## config.mk

```make
export PLATFORM = sky130hd
export DESIGN_NAME = fdmm_ctrl
export DESIGN_NICKNAME = d
export VERILOG_FILES = /design/src/design/fdmm_pkg.sv /design/src/design/fdmm_ctrl.sv
export SDC_FILE = /design/constraint.sdc
export NUM_CORES = 1
export LEC_CHECK = 0
export ABC_AREA = 1
export ABC_CLOCK_PERIOD_IN_PS = 1300
export BUFFER_PORTS_ARGS = -buffer_cell sky130_fd_sc_hd__clkbuf_2
export CORE_MARGIN = 2
export CORE_UTILIZATION = 44
export CTS_CLUSTER_DIAMETER = 120
export DETAILED_ROUTE_END_ITERATION = 8
export GPL_ROUTABILITY_DRIVEN = 0
export PLACE_DENSITY_LB_ADDON = 0.25
export SYNTH_ARGS = -nofsm -noshare
export SYNTH_HDL_FRONTEND = slang
export SYNTH_SLANG_ARGS = --single-unit
export TNS_END_PERCENT = 20
```

## constraint.sdc

```tcl
create_clock -name aclk -period 1.3 [get_ports aclk]
set_input_delay 0.26 -clock aclk [delete_from_list [all_inputs] [get_ports aclk]]
set_output_delay 0.26 -clock aclk [all_outputs]
set_load 0.05 [all_outputs]
```

## src/design/fdmm_pkg.sv

```systemverilog
// Shared constants, command/status types and controller state encoding for the
// frame-difference motion meter. No dependencies; used by the controller, datapath, top level and testbench.
package fdmm_pkg;

    // Field and register widths.
    localparam int unsigned CHAN_W  = 8;
    localparam int unsigned PIX_W   = 3 * CHAN_W;
    localparam int unsigned CFG_W   = 20;
    localparam int unsigned PCT_W   = 7;
    localparam int unsigned OUT_W   = 8;

    // Defaults.
    localparam int unsigned        MAX_PIXELS_DEF     = 524288;
    localparam logic [CFG_W-1:0]   FRAME_PIXELS_RESET = 20'd307200;

    // Arithmetic constants of the percentage: floor((200*sum + 765*n) / (1530*n)).
    localparam int unsigned CHANNEL_MAX   = 255;
    localparam int unsigned PERCENT_SCALE = 100;
    localparam int unsigned CHANNELS      = 3;
    localparam int unsigned NUM_SCALE     = 2 * PERCENT_SCALE;
    localparam int unsigned RND_SCALE     = CHANNELS * CHANNEL_MAX;
    localparam int unsigned DEN_SCALE     = 2 * CHANNELS * CHANNEL_MAX;

    // The quotient never exceeds 100, so seven restoring steps suffice.
    localparam int unsigned QUOT_BITS = PCT_W;
    localparam int unsigned IDX_W     = $clog2(QUOT_BITS);

    // Divider sequencer states, one-hot.
    typedef enum logic [4:0] {
        DIV_IDLE = 5'b00001,
        DIV_MUL  = 5'b00010,
        DIV_ADD  = 5'b00100,
        DIV_STEP = 5'b01000,
        DIV_DONE = 5'b10000
    } div_state_t;

    // Commands from the controller to the datapath.
    typedef struct packed {
        logic             pix_load;
        logic             acc_add;
        logic             acc_clear;
        logic             div_launch;
        logic             mul_load;
        logic             add_load;
        logic             div_step;
        logic [IDX_W-1:0] div_idx;
        logic             out_load;
    } fdmm_cmd_t;

    // Status from the datapath to the controller.
    typedef struct packed {
        logic frame_end;
    } fdmm_stat_t;

endpackage

```

## src/design/fdmm_ctrl.sv

```systemverilog
// Controller of the frame-difference motion meter: input handshake, pixel
// pipeline flags, divider sequencer and output valid. Depends on fdmm_pkg.
module fdmm_ctrl (
    input  logic               aclk,
    input  logic               aresetn,
    input  logic               s_tvalid,
    output logic               s_tready,
    output logic               m_tvalid,
    input  logic               m_tready,
    input  fdmm_pkg::fdmm_stat_t stat,
    output fdmm_pkg::fdmm_cmd_t  cmd
);
    import fdmm_pkg::*;

    div_state_t       state_reg, state_next;
    logic [IDX_W-1:0] step_reg, step_next;
    logic             st2_valid_reg, st2_valid_next;
    logic             st2_eof_reg, st2_eof_next;
    logic             ref_valid_reg, ref_valid_next;
    logic             m_tvalid_reg, m_tvalid_next;
    logic             accept;
    logic             launch;

    // A pixel that closes a frame waits until the divider is free.
    assign s_tready = !(stat.frame_end &&
                        (state_reg != DIV_IDLE || (st2_valid_reg && st2_eof_reg)));
    assign accept   = s_tvalid && s_tready;
    assign launch   = st2_valid_reg && st2_eof_reg && ref_valid_reg;
    assign m_tvalid = m_tvalid_reg;

    // Second pixel stage flags and the reference-frame flag.
    always_comb begin
        st2_valid_next = accept;
        st2_eof_next   = accept && stat.frame_end;
        ref_valid_next = ref_valid_reg || (st2_valid_reg && st2_eof_reg);
    end

    // Divider sequencer and output register control.
    always_comb begin
        state_next    = state_reg;
        step_next     = step_reg;
        m_tvalid_next = m_tvalid_reg && !m_tready;

        cmd            = '0;
        cmd.pix_load   = accept;
        cmd.acc_add    = st2_valid_reg && ref_valid_reg;
        cmd.acc_clear  = st2_valid_reg && st2_eof_reg;
        cmd.div_launch = launch;
        cmd.div_idx    = step_reg;

        case (state_reg)
            DIV_IDLE: begin
                if (launch) begin
                    state_next = DIV_MUL;
                end
            end
            DIV_MUL: begin
                cmd.mul_load = 1'b1;
                state_next   = DIV_ADD;
            end
            DIV_ADD: begin
                cmd.add_load = 1'b1;
                step_next    = IDX_W'(QUOT_BITS - 1);
                state_next   = DIV_STEP;
            end
            DIV_STEP: begin
                cmd.div_step = 1'b1;
                if (step_reg == '0) begin
                    state_next = DIV_DONE;
                end else begin
                    step_next = step_reg - IDX_W'(1);
                end
            end
            DIV_DONE: begin
                if (!m_tvalid_reg) begin
                    cmd.out_load  = 1'b1;
                    m_tvalid_next = 1'b1;
                    state_next    = DIV_IDLE;
                end
            end
            default: begin
                state_next = DIV_IDLE;
            end
        endcase
    end

    always_ff @(posedge aclk) begin
        if (!aresetn) begin
            state_reg     <= DIV_IDLE;
            step_reg      <= '0;
            st2_valid_reg <= 1'b0;
            st2_eof_reg   <= 1'b0;
            ref_valid_reg <= 1'b0;
            m_tvalid_reg  <= 1'b0;
        end else begin
            state_reg     <= state_next;
            step_reg      <= step_next;
            st2_valid_reg <= st2_valid_next;
            st2_eof_reg   <= st2_eof_next;
            ref_valid_reg <= ref_valid_next;
            m_tvalid_reg  <= m_tvalid_next;
        end
    end

endmodule

```

==> results of run 1 <==
-- worst max-delay path, cell delays in order, from the launching register on --
cell	delay [ps]
dfxtp_2	340
inv_2	50
nor2_4	130
nand3_4	100
o21ai_4	160
inv_2	70
nor2_4	100
buf_8	150
-- power by group through the flow --
stage | registers [mW] | logic, mW | clock network (mW)
2_1_floorplan | 0.390 | 0.0855 | 0
3_3_place_gp | 0.387 | 0.149 | 0
3_5_place_dp | 0.388 | 0.153 | 0
4_1_cts | 0.381 | 0.171 | 0.243
5_1_grt | 0.384 | 0.222 | 0.263
6_report | 0.383 | 0.210 | 0.243
-- cell families after synthesis --
family / count (synthesis) / synth area share
flops: 12 / 0.366
compound gates: 7 / 0.0763
fa+ha+maj: 2 / 0.0382
buf+inv: 25 / 0.160
xor+xnor: 1 / 0.0134
simple gates: 45 / 0.345
-- metrics by stage --
stage                      util  cell area (um^2)  hold slack [ps]  TNS (ps)
after floorplan               -               674              386      -432
after global placement    0.668               902              481      -262
after detailed placement  0.668               902              493      -420
after CTS                 0.753              1020              245     -1650
after global routing      0.816              1100              272     -3750
final                     0.816              1100              231     -2610
-- cells in the final DEF (no fill, tap or decap) --
master / instances
a21oi_2: 1
dfxtp_1: 4
buf_8: 4
clkbuf_4: 3
nor2_4: 5
nor3_2: 1
nand2_1: 8
clkbuf_8: 2
nor2_2: 1
nand2_4: 1
xnor2_1: 1
nand3_2: 2
ha_1: 2
nand4_1: 4
inv_1: 17
dfxtp_4: 2
buf_4: 21
o211ai_1: 1
inv_2: 5
dfxtp_2: 6
clkbuf_1: 1
nand3_1: 7
nor3_1: 2
buf_12: 1
a31oi_1: 1
clkbuf_2: 9
o21ai_4: 1
nand4_4: 1
nor2_1: 12
nand3_4: 1
buf_6: 3
o21ai_0: 3
-- layout make-up --
type	count	area share
timing repair buffer	40	0.312
tap	15	0.0170
sequential	12	0.232
clock buffer	4	0.0238
inverter	22	0.0749
multi-input combinational	55	0.341
-- repair_timing --
item,CTS,global route
gates cloned,0,0
pin swaps,7,9
setup endpoints to repair,11,17
buffers inserted,2,3
resized for setup,18,22
-- worst max-delay path by stage --
stage | cells past startpoint | slack, ps | endpoint | from
after detailed placement | 7 | -130 | cmd[10] | state_reg[0]$_SDFFE_PN1P_
after floorplan | 7 | -330 | cmd[10] | state_reg[0]$_SDFFE_PN1P_
after global placement | 7 | -100 | cmd[10] | state_reg[0]$_SDFFE_PN1P_
after global routing | 7 | -410 | cmd[10] | state_reg[0]$_SDFFE_PN1P_
final | 7 | -340 | cmd[10] | state_reg[0]$_SDFFE_PN1P_
after CTS | 6 | -300 | cmd[10] | state_reg[3]$_SDFFE_PN0P_
-- layer usage --
layer / wire length (um) / up-vias / track usage
met5: 0 / - / 0
met4: 102 / 0 / 0.113
met3: 95 / 14 / 0.0345
met2: 1060 / 28 / 0.351
met1: 756 / 351 / 0.228
li1: - / 375 / -
==> reports/qor.txt, run 1 <==
Initial Util: 0.486
FMAX: 610 MHz
Synth Cell Area: 656 um^2
Worst Setup Start Kind: flop
Hold path start: s_tvalid
Min-Delay Path Class: primary input to flop
VDD IR max: 0.610 mV
RSZ-0062 raised after global routing: true
Row cnt: 13
Reg2Reg Depth: 10
Cell taking the most area after synthesis: dfxtp_1
CTS tree: yes
Hold Fails Final Rpt: 0
Final setup vio count: 14
Max cap viols: 0
Relative slew slack: 0.794
Avg Cell Area, Syn: 7.13 um^2
WL final: 2010 um
Worst reg2reg endpoint: step_reg[1]$_SDFFE_PN0P_
CP Class: flop to primary output
Reg area: 255 um^2
DR iter-0 viols: 16
Synth-to-Final Area Change: 68.1%
Sequential share of the synthesized area: 0.366
WL/cell: 13.6 um
Clock slew at reported path FFs: 70 ps
Pre-CTS setup slack: -131 ps
Crit Path Max Fanout: 2
Die Y: 42.6 um
Detailed placement HPWL: 1200 um
Final min period: 1640 ps
Drt via density: 5.19
Vias in the first global route: 664
Pins Over Slew Limit: 0
Flop2flop setup slack: -180 ps
Die width: 42.6 um
Cell with the most instances after synthesis: inv_1
Largest net degree at the start of global routing: 9
Final cell count without fillers: 148
Initial antenna violation count: 0
FF+latch count, synth: 12
PD cells: 758 mW/mm^2
Leak: 0.604 nW
Post-CTS Hold Buffers: 0
Ys flop type: dfxtp_1
GRT Residual Overflow: 0
Drc violations: 0
Area of the core: 0.00135 mm^2
Sw Ratio: 0.286
H-tree level count: 1
PnR worst setup slack: -339 ps
Die area: 0.00181 mm^2
EDFF count, synth: 0
Cell-internal power: 0.597 mW
Hold-critical path depth: 3
First-pass GRT wire length: 2690 um
Psw: 0.239 mW
Antenna diodes: 0
Clk network pwr share: 0.290
Syn Inst Count: 92
Ys async rst share: 0
Clk sinks: 12
Violated checks: negative setup slack
Reg power frac: 0.459
Period utilization: 1.26
WP data required: 1040 ps
Post-Syn Nets: 99
Io pins: 18
Top-area cell type share of the netlist area: 0.366
Reg-to-reg startpoint: state_reg[1]$_SDFFE_PN0P_
Max FFs per register: 5
Worst Hold Endpoint: st2_eof_reg$_SDFF_PN0_
Comb power frac: 0.251
I/O Buffers: 17
Synth warn: 0
Synth area leaders: dfxtp_1, inv_1, nor2_1, nand3_1, nand2_1
Worst setup EP type: primary output
Clk Latency, worst-skew pair: 280 ps
Detailed-route via count: 768
Total GRT Usage: 0.201
Slew at the pin with the worst max-slew slack: 309 ps
Outcome: complete, but fails checks
Layout filler cell count: 88
CP Data Arrival Time: 1380 ps
Commonest cells in the netlist: inv_1, nor2_1, dfxtp_1
# nets final: 141
Inserted Clock Buffers: 3
Worst Skew: 8.75 ps
Synth cell types: 21
Share of layout cells above drive strength 1: 0.526
Clock root buffer: clkbuf_4
Tot Pwr: 0.836 mW
ANT nets after route: 0
Clk buf depth: 2
Initial DRT Pass Iterations: 4
Multi-input gate area: 375 um^2
Placed cells: 139
Power figures use the tool's default switching activity.
==> run 2: changes to the inputs <==
- TNS_END_PERCENT: 20 -> default
==> run 2 against run 1 <==
Compared with the run above: the flow still finishes with violations (negative setup slack); non-clock buffer count up 5; critical path depth unchanged; via count up 7.7%; critical path type unchanged; largest cell class unchanged.
==> reports/qor.txt, run 2 (synthesis results as in run 1) <==
Area of the core: 0.00135 mm^2 (unchanged)
Reg-to-reg startpoint: state_reg[0]$_SDFFE_PN1P_
CTS tree: yes
Tot Pwr: 0.867 mW (+3.7%)
DR iter-0 viols: 30 (+14)
Inserted Clock Buffers: 3 (unchanged)
Io pins: 18 (unchanged)
Clock slew at reported path FFs: 80 ps (about the same)
Clk buf depth: 2 (unchanged)
GRT Residual Overflow: 0 (unchanged)
Hold-critical path depth: 3 (unchanged)
VDD IR max: 0.695 mV (+14%)
Die Y: 42.6 um (unchanged)
Row cnt: 13 (unchanged)
PnR worst setup slack: -342 ps (-3.20 ps)
Detailed placement HPWL: 1140 um (-4.7%)
Flop2flop setup slack: -170 ps (about the same)
Slew at the pin with the worst max-slew slack: 337 ps (+28.4 ps)
Hold Fails Final Rpt: 0 (unchanged)
Worst hold margin: 249 ps (+17.6 ps)
Initial antenna violation count: 0 (unchanged)
Final cell count without fillers: 152 (+2.7%)
Pre-CTS setup slack: -126 ps (+4.63 ps)
Design area: 0.00122 mm^2 (+10%)
Worst setup EP type: primary output
Leak: 0.637 nW (+5.5%)
Worst Setup Start Kind: flop
Clk sinks: 12 (unchanged)
Relative slew slack: 0.775 (-0.0190)
RSZ-0062 raised after global routing: true
I/O Buffers: 17 (unchanged)
Min-Delay Path Class: primary input to flop
H-tree level count: 1 (unchanged)
Reg2Reg Depth: 11 (+1)
WP data required: 1040 ps (about the same)
WL/cell: 16.3 um (+20%)
# nets final: 146 (+3.5%)
Initial Util: 0.486 (unchanged)
WL final: 2480 um (+23%)
Die area: 0.00181 mm^2 (unchanged)
Detailed-route via count: 827 (+7.7%)
Final min period: 1640 ps (+3.20 ps)
ANT nets after route: 0 (unchanged)
Layout filler cell count: 58 (-34%)
Max cap viols: 0 (unchanged)
Clock root buffer: clkbuf_4
First-pass GRT wire length: 3220 um (+19%)
Initial DRT Pass Iterations: 5 (+1)
CP Class: flop to primary output
Placed instance area: 896 um^2 (-0.69%)
Placed cells: 138 (-0.72%)
Final setup vio count: 14 (unchanged)
Synth-to-Final Area Change: 85.5%
Outcome: complete, but fails checks
Total GRT Usage: 0.240 (+0.0389)
FMAX: 609 MHz (-0.19%)
Violated checks: negative setup slack
Worst reg2reg endpoint: state_reg[4]$_SDFFE_PN0P_
Most common cell after layout, fill and taps aside: buf_4
Period utilization: 1.26 (+0.00246)
Setup tns final: -2110 ps (+492 ps)
Die width: 42.6 um (unchanged)
Post-CTS Hold Buffers: 0 (unchanged)
Vias in the first global route: 738 (+11%)
Commonest cells after routing, fill and taps aside: buf_4, inv_1, nor2_1, clkbuf_2
Pins Over Slew Limit: 0 (unchanged)
Worst Skew: 5.58 ps (-3.17 ps)
Worst setup startpoint: state_reg[0]$_SDFFE_PN1P_
Crit Path Max Fanout: 2 (unchanged)
Drc violations: 0 (unchanged)
Hold path start: s_tvalid
Share of layout cells above drive strength 1: 0.679 (+0.153)
Largest net degree at the start of global routing: 9 (unchanged)
Antenna diodes: 0 (unchanged)
CP Data Arrival Time: 1380 ps (about the same)
Max FFs per register: 5 (unchanged)
Final core occ: 0.901 (+0.0843)
Crit path to: cmd[10]
PD cells: 713 mW/mm^2 (-6.0%)
Drt via density: 5.44 (+4.8%)
Clk Latency, worst-skew pair: 280 ps (about the same)
-- run 2: changes by cell type in the layout (fill, tap and decap cells not counted), moves of 3 or more --
cell	delta
nand3_2	+5
nand3_1	-4
nand2_1	-3
inv_2	+3
nor2_1	-3
inv_1	-4
nand2_2	+3
buf_6	+4
-- run 2: worst min-delay path by stage --
| stage | end | slack (ps) |
|---|---|---|
| 6_report | st2_eof_reg$_SDFF_PN0_ | 250 |
| 5_1_grt | st2_eof_reg$_SDFF_PN0_ | 250 |
| 4_1_cts | st2_eof_reg$_SDFF_PN0_ | 250 |
| 3_5_place_dp | ref_valid_reg$_SDFF_PN0_ | 490 |
| 3_3_place_gp | ref_valid_reg$_SDFF_PN0_ | 480 |
| 2_1_floorplan | step_reg[0]$_SDFFE_PN0P_ | 390 |
-- run 2: critical path, stage by stage, from the launching register on --
cell,delay [ps]
dfxtp_2,350
inv_2,50
nor2_4,90
nand3_2,110
o21ai_4,160
inv_2,70
nor2_4,100
buf_8,150
-- run 2: repair_timing --
item / in CTS / in global routing
resized for setup: 30 / 36
setup buffers: 7 / 8
setup endpoints to repair: 10 / 17
pin swaps: 8 / 9
-- run 2: routing by layer --
metal | global-route usage | vias to the layer above | routed length, um
li1 | - | 379 | -
met1 | 0.275 | 398 | 960
met3 | 0.0690 | 14 | 136
met4 | 0.125 | 0 | 110
met5 | 0 | - | 0
met2 | 0.400 | 36 | 1270
-- run 2: layout make-up --
class	instances	area, um^2	area share
multi-input cells	55	418	0.344
repair buffers	45	414	0.341
flip-flops and latches	12	258	0.212
inverters	22	85.1	0.0700
clock buffers	3	22.5	0.0185
well taps	15	18.8	0.0154
-- run 2: report_power, final --
| part | switching (mW) | leakage, nW | internal, mW | total [mW] |
|---|---|---|---|---|
| Clock | 0.127 | 0.0138 | 0.107 | 0.235 |
| Combinational | 0.126 | 0.522 | 0.122 | 0.249 |
| Sequential | 0.00959 | 0.102 | 0.374 | 0.384 |
| Total | 0.263 | 0.637 | 0.604 | 0.867 |
